[src/sv/assert_macros.svh]
// assertion helpers shared by the rtl
`ifndef ASSERT_MACROS_SVH
`define ASSERT_MACROS_SVH

`ifndef NO_ASSERTIONS
`define PWR_ASSERT(lbl, clk, rstn, prop) \
  lbl: assert property (@(posedge clk) disable iff (!rstn) prop) \
    else $error("assertion failed");
`define PWR_ASSERT_MSG(lbl, clk, rstn, prop, msg) \
  lbl: assert property (@(posedge clk) disable iff (!rstn) prop) \
    else $error(msg);
`else
`define PWR_ASSERT(lbl, clk, rstn, prop)
`define PWR_ASSERT_MSG(lbl, clk, rstn, prop, msg)
`endif

`endif

[src/sv/pwr_pkg.sv]
`timescale 1ns / 1ps
package pwr_pkg;

  localparam int UNIT_FRAC = 30;
  localparam int COEF_FRAC = 16;
  localparam int COEF_W    = 17;
  localparam int QB        = UNIT_FRAC + 1;
  localparam int UB        = QB + 1;

  localparam logic [COEF_W-1:0]      COEF_ONE   = 17'h10000;
  localparam logic signed [COEF_W:0] COEF_ONE_S = 18'sh10000;

  typedef enum logic {
    CFG_NORMAL     = 1'b0,
    CFG_TANGENTIAL = 1'b1
  } cfg_idx_e;

  typedef struct packed {
    logic into;
    logic zero;
  } pwr_ctl_t;

endpackage

[src/sv/pwr_sqrt.sv]
`timescale 1ns / 1ps
module pwr_sqrt
  import pwr_pkg::*;
#(
  parameter int W = 32
) (
  input  logic             clk_i,
  input  logic             en_i,
  input  logic [2*W+1:0]   s_i,
  output logic [W:0]       root_o
);

  localparam int SW = 2 * W + 2;
  localparam int N  = W + 1;
  localparam int RW = W + 3;

  logic [RW-1:0] rem_q  [N];
  logic [W:0]    root_q [N];
  logic [SW-1:0] x_q    [N];

  for (genvar k = 0; k < N; k++) begin : g_stage
    logic [RW-1:0] rin, r2, trial;
    logic [W:0]    qin;
    logic [SW-1:0] xin;
    logic          ge;

    if (k == 0) begin : g_first
      assign rin = '0;
      assign qin = '0;
      assign xin = s_i;
    end else begin : g_next
      assign rin = rem_q[k-1];
      assign qin = root_q[k-1];
      assign xin = x_q[k-1];
    end

    assign r2    = {rin[RW-3:0], xin[SW-1:SW-2]};
    assign trial = {qin, 2'b01};
    assign ge    = (r2 >= trial);

    always_ff @(posedge clk_i) begin
      if (en_i) begin
        rem_q[k]  <= ge ? (r2 - trial) : r2;
        root_q[k] <= {qin[W-1:0], ge};
        x_q[k]    <= {xin[SW-3:0], 2'b00};
      end
    end
  end

  assign root_o = root_q[N-1];

endmodule

[config.mk]
export PLATFORM = sky130hd
export DESIGN_NAME = pwr_sqrt
export DESIGN_NICKNAME = d
export VERILOG_FILES = /design/src/sv/assert_macros.svh /design/src/sv/pwr_pkg.sv /design/src/sv/pwr_sqrt.sv
export SDC_FILE = /design/constraint.sdc
export NUM_CORES = 2
export LEC_CHECK = 0
export BUFFER_PORTS_ARGS = -buffer_cell sky130_fd_sc_hd__buf_2
export CORE_MARGIN = 1.5
export CORE_UTILIZATION = 40
export CTS_CLUSTER_DIAMETER = 60
export DETAILED_ROUTE_END_ITERATION = 8
export PLACE_DENSITY_LB_ADDON = 0.1
export SYNTH_ARGS = -nofsm -noshare
export SYNTH_HDL_FRONTEND = slang
export SYNTH_MEMORY_MAX_BITS = 65536
export SYNTH_SLANG_ARGS = --single-unit
export TNS_END_PERCENT = 20
[constraint.sdc]
create_clock -name clk_i -period 8.7 [get_ports clk_i]
set_input_delay 0 -clock clk_i [delete_from_list [all_inputs] [get_ports clk_i]]
set_output_delay 0 -clock clk_i [all_outputs]
set_load 0.02 [all_outputs]
# After elaboration in Yosys (flattened, before gate mapping)
# Memories as Yosys holds them, arrays and structs flattened.
# Cells that the tools add are included.
[classes]
n_lt_le_gt_ge = 33
n_addsub = 33
n_mux = 35
[ops]
columns = ["operator", "count"]
rows = [
  ["35-bit two-way mux", 33],
  ["35-bit greater-or-equal comparator", 32],
  ["35-bit subtractor", 32],
  ["2-bit by 1-bit subtractor with 3-bit output (second input constant)", 1],
  ["2-bit by 1-bit greater-or-equal comparator with 1-bit output (second input constant)", 1],
  ["1-bit two-way mux", 2],
]
[word_totals]
mem_count = 3
regBits = 0
ramBits = 4356
input_bits = 68
[mem_list]
columns = ["name", "depth", "width", "rd", "rd_ports_with_merged_regs", "wr", "line_no", "source"]
rows = [
  ["x_q", 33, 64, 32, 0, 33, "pwr_sqrt.sv:19", "logic [SW-1:0] x_q [N];"],
  ["rem_q", 33, 35, 32, 0, 33, "pwr_sqrt.sv:17", "logic [RW-1:0] rem_q [N];"],
  ["root_q", 33, 33, 33, 0, 33, "pwr_sqrt.sv:18", "logic [W:0] root_q [N];"],
]

# Depth between registers and ports, before layout
# An unclocked memory read counts as a cell.
[depth]
depth_word = 3
ltp_mapped = 14
ltp_nobuf = 12

# Worst setup path after synthesis
# OpenSTA, ideal clock, no wires.
[synth_timing]
kind = "flip-flop to flip-flop"
startpoint = "memory rem_q[0][1051] (netlist name)"
endpoint = "memory rem_q[0][1115] (netlist name), data pin"
arrival_time_ns = 2.964
path_slack_ns = 5.469
path_stages_with_launch = 12
cell_sequence = "edfxtp_1 > ha_1 > a21oi_1 > nand2_1 > a21oi_1 > o221ai_1 > a21oi_1 > o31ai_1 > a31oi_1 > clkbuf_1 > clkbuf_1 > a21oi_1"
[synth_lines]
columns = ["item", "line_no"]
rows = [
  ["from (decl)", "pwr_sqrt.sv:17"],
]

==> implementation parameters <==
Parameter                              Value

Run status
  Outcome ... completed

Hold path
  Hold path start ... en_i
  Worst min-delay path category ... input port to flip-flop
  Worst hold path cell count ... 2
  End point of the worst hold path ... x_q[0][1]

Logic synthesis
  Post-synthesis async set-or-reset flop share ... 0%
  Register bit total from synthesis ... 2624
  Syn_nets ... 10300
  Most used DFF post-synth ... sky130_fd_sc_hd__edfxtp_1
  Number of synthesized flops with an enable pin ... 2624
  Mapped Avg Cell Area ... 12.8 sq um
  Sequential element share of the synthesized area ... 64.0%
  Area share of the largest cell type after synthesis ... 64.0%
  Count of distinct cell types in the synthesized netlist ... 104
  Cell type with the highest aggregate area in the netlist ... sky130_fd_sc_hd__edfxtp_1
  Synthesized netlist cell count ... 9610
  Post-Synthesis Cell Area ... 123000 sq um
  Dominant cells by area after synthesis ... sky130_fd_sc_hd__edfxtp_1 (64%), sky130_fd_sc_hd__ha_1 (6.0%), sky130_fd_sc_hd__xor2_1 (3.0%)
  Number of warnings issued by yosys ... 0

Clock network
  Cells resized by post-CTS repair ... 0
  Clock transition time at the flip-flop clock pins of the worst setup and hold paths ... 0.06 ns
  Source-to-sink clock delay at the later pin of the worst-skew pair ... 0.90 ns
  Number of buffers inserted by hold repair at cts ... 134
  Root buffer selected by CTS ... sky130_fd_sc_hd__clkbuf_16
  CTS tree ... done
  Number of buffers created by CTS ... 310
  H-tree levels ... 5
  Number of setup buffers added after CTS ... 0
  Buffer depth of the longest clock path ... 4
  Total clock sinks ... 2624

Drt
  Residual DRC count ... 0
  Final wirelength ... 266000 microns
  Detail-routed net length per standard cell ... 18.6 microns
  Mean number of vias per cell ... 5.15
  Final antenna-violating net count ... 0
  Routed via count ... 73900
  First drt pass iteration count ... 6
  First-iteration detailed-routing DRC count ... 4943

Setup path
  Critical path data required time ... 9.32 ns
  Critical path class ... flip-flop to flip-flop
  Crit-path max FO ... 24
  Worst reg-to-reg path cell count ... 10
  Capture instance of the worst register-to-register path ... rem_q[0][659]
  Startpoint Class ... flip-flop
  Reg-to-Reg Start ... rem_q[0][613]
  Type of destination of the critical path ... flip-flop
  Data arrival, critical path ... 5.05 ns
  Register-to-register setup slack ... 4.27 ns

Global routing
  Residual overflow from global routing ... 0
  Via count of the first global-routing pass ... 73400
  Total track usage ... 16.9%
  Largest net degree at the start of global routing ... 172
  Wire length of the first global-routing pass ... 416000 microns
  Number of antenna violations at the first check in global routing ... 2

STA
  Final setup viols ... 0
  Worst Max-Slew Pin Slew ... 1.15 ns
  Period Utilization, post-route ... 51.0%
  Post-layout minimum cycle time ... 4.43 ns
  Setup repair after global routing missed its margin ... no
  Number of max-slew violations in the final report ... 0
  Relative slew slack ... 22.6%
  Achievable frequency ... 225 MHz
  Number of hold violations in the final report ... 0
  Sum of negative setup slack ... 0 ns
  Final WS setup ... 4.27 ns
  Post-route clock skew ... 0.0378 ns

Floorplanning
  Count of boundary I/O pins ... 101
  Core region area ... 306000 sq um
  Die Footprint ... 311000 sq um
  Starting density of the core ... 40.2%
  Die height ... 558 microns
  DIE WIDTH ... 558 microns
  Number of rows created at floorplan ... 203

Placement
  Total half-perimeter wirelength after legalization and detailed placement ... 191000 microns
  IO Port Bufs ... 100
  Global placer's final weighted congestion ... 0.874
  Placed instance count ... 13700
  Worst setup slack after placement ... 4.32 ns

Pwr
  Total chip power ... 0.0382 W
  Switching power ... 0.0112 W
  Leakage ... 53.2 nW
  Internal Power ... 0.0270 W
  Power density normalized to cell area ... 273 nW/um^2
  Highest ir drop seen on vdd ... 172 uV
  Switching Share ... 29.3%
  Relative contribution of the clock network to total power ... 33.4%
  Part of the total power dissipated in combinational logic ... 21.4%
  Sequential cell fraction of total power ... 45.2%

Cells and area
  Commonest non-fill, non-tap cells in the layout ... sky130_fd_sc_hd__edfxtp_1 (2624), sky130_fd_sc_hd__inv_1 (759), sky130_fd_sc_hd__nand2_1 (662), sky130_fd_sc_hd__a21oi_1 (629)
  Nets ... 10700
  Commonest non-fill, non-tap cell in the layout ... sky130_fd_sc_hd__edfxtp_1
  Fraction of final layout cells sized beyond drive strength 1 ... 7.59%
  Post-Layout Cell Count ... 14400
  Synth-to-layout area growth ... 13.7%

Job
  Max Cap Violations ... 0
==> cells by family (layout without fill, tap and decap cells) <==
kind of cell    Yosys count  count (layout)  synth area share, %
compound gates         2016            2016                 10.2
other cells               1               2              0.00305
simple gates           2476            2476                 9.99
flops                  2624            2624                 64.0
mux                      94              94                0.846
fa+ha+maj               595             595                 6.05
xor+xnor                833             833                 5.93
buf+inv                 971            1616                 2.99
==> cell type report <==
class                   count  area [sq um]
diodes                      1          2.50
clock buffers             371          8030
clock inverters           188          2020
fillers                 27400        166000
inverters                 763          2860
multi-input cells        6015         40700
flip-flops and latches   2624         78800
well taps                4100          5130
repair buffers            294          2460
==> worst max-delay path, stage by stage (launching register included) <==
cell and delay (ns):
sky130_fd_sc_hd__edfxtp_1 0.50, sky130_fd_sc_hd__nor4_1 0.38, sky130_fd_sc_hd__nor4b_1 0.86, sky130_fd_sc_hd__nand2_1 0.16
sky130_fd_sc_hd__nor3_1 0.26, sky130_fd_sc_hd__and3_1 0.26, sky130_fd_sc_hd__nand3_1 0.72, sky130_fd_sc_hd__buf_4 0.51
sky130_fd_sc_hd__o21ai_1 0.23, sky130_fd_sc_hd__nor4_1 0.10, sky130_fd_sc_hd__xor2_1 0.16
==> sequential cells by signal, indices dropped and copies added, names as in the netlist <==
signal / flops
x_q: 1056
rem_q: 1007
root_q: 561
==> how the worst max path moves through the flow <==
stage / from / slack (ns) / end
floorplan: rem_q[0][1051] / 5.47 / rem_q[0][1115]
global placement: rem_q[0][615] / 4.44 / rem_q[0][651]
detailed placement: rem_q[0][615] / 4.32 / rem_q[0][659]
CTS: rem_q[0][613] / 4.29 / rem_q[0][659]
global route: rem_q[0][614] / 3.86 / rem_q[0][659]
finish: rem_q[0][613] / 4.27 / rem_q[0][659]
==> cells in the mapped netlist (12+ instances only) <==
| library cell | number |
|---|---|
| sky130_fd_sc_hd__a211oi_1 | 43 |
| sky130_fd_sc_hd__o41ai_1 | 15 |
| sky130_fd_sc_hd__a21oi_1 | 632 |
| sky130_fd_sc_hd__a21boi_0 | 21 |
| sky130_fd_sc_hd__a21o_1 | 281 |
| sky130_fd_sc_hd__a211o_1 | 12 |
| sky130_fd_sc_hd__nor4_1 | 122 |
| sky130_fd_sc_hd__clkbuf_1 | 182 |
| sky130_fd_sc_hd__and4_1 | 14 |
| sky130_fd_sc_hd__or4_1 | 47 |
| sky130_fd_sc_hd__o211ai_1 | 34 |
| sky130_fd_sc_hd__or3_1 | 90 |
| sky130_fd_sc_hd__mux2_2 | 80 |
| sky130_fd_sc_hd__nand3_1 | 159 |
| sky130_fd_sc_hd__nor2b_1 | 87 |
| sky130_fd_sc_hd__nor3b_1 | 25 |
| sky130_fd_sc_hd__a221o_1 | 12 |
| sky130_fd_sc_hd__or2_2 | 36 |
| sky130_fd_sc_hd__ha_1 | 595 |
| sky130_fd_sc_hd__buf_2 | 17 |
| sky130_fd_sc_hd__nand2b_1 | 124 |
| sky130_fd_sc_hd__xnor2_1 | 412 |
| sky130_fd_sc_hd__inv_1 | 759 |
| sky130_fd_sc_hd__nor3_1 | 221 |
| sky130_fd_sc_hd__nor2_1 | 595 |
| sky130_fd_sc_hd__a2111oi_0 | 14 |
| sky130_fd_sc_hd__xor2_1 | 421 |
| sky130_fd_sc_hd__o31a_1 | 16 |
| sky130_fd_sc_hd__nor4b_1 | 13 |
| sky130_fd_sc_hd__nand4b_1 | 15 |
| sky130_fd_sc_hd__and3_1 | 46 |
| sky130_fd_sc_hd__o21a_1 | 107 |
| sky130_fd_sc_hd__o21bai_1 | 58 |
| sky130_fd_sc_hd__and2_1 | 35 |
| sky130_fd_sc_hd__edfxtp_1 | 2624 |
| sky130_fd_sc_hd__nand4_1 | 120 |
| sky130_fd_sc_hd__nand3b_1 | 22 |
| sky130_fd_sc_hd__o21ai_0 | 530 |
| sky130_fd_sc_hd__o31ai_1 | 49 |
| sky130_fd_sc_hd__nand2_1 | 662 |
| sky130_fd_sc_hd__a31oi_1 | 47 |
| sky130_fd_sc_hd__mux2i_1 | 14 |
| sky130_fd_sc_hd__o2111ai_1 | 16 |
==> power groups by stage <==
stage | logic [W] | registers (W) | clock network [W]
after floorplan | 0.00603 | 0.0169 | 0
after global placement | 0.00803 | 0.0175 | 0
after detailed placement | 0.00808 | 0.0175 | 0
after CTS | 0.00819 | 0.0173 | 0.0132
after global routing | 0.00918 | 0.0174 | 0.0137
final | 0.00817 | 0.0172 | 0.0128
==> metal layers <==
layer / vias to the layer above / GRT usage, % / routed length (microns)
li1: 36400 / - / -
met1: 35700 / 22.3 / 119000
met2: 1299 / 29.1 / 130000
met3: 467 / 1.97 / 9250
met4: 0 / 5.40 / 7930
met5: - / 0 / 0
==> per-stage QoR <==
stage               area [sq um]  utilization (%)  hold WS, ns
floorplan                 123000                -       0.0989
global placement          129000             42.0        0.177
detailed placement        129000             42.0        0.178
CTS                       140000             45.7        0.165
global route              140000             45.7        0.176
finish                    140000             45.7        0.143
Note: power is estimated with default switching activity, not from simulation.
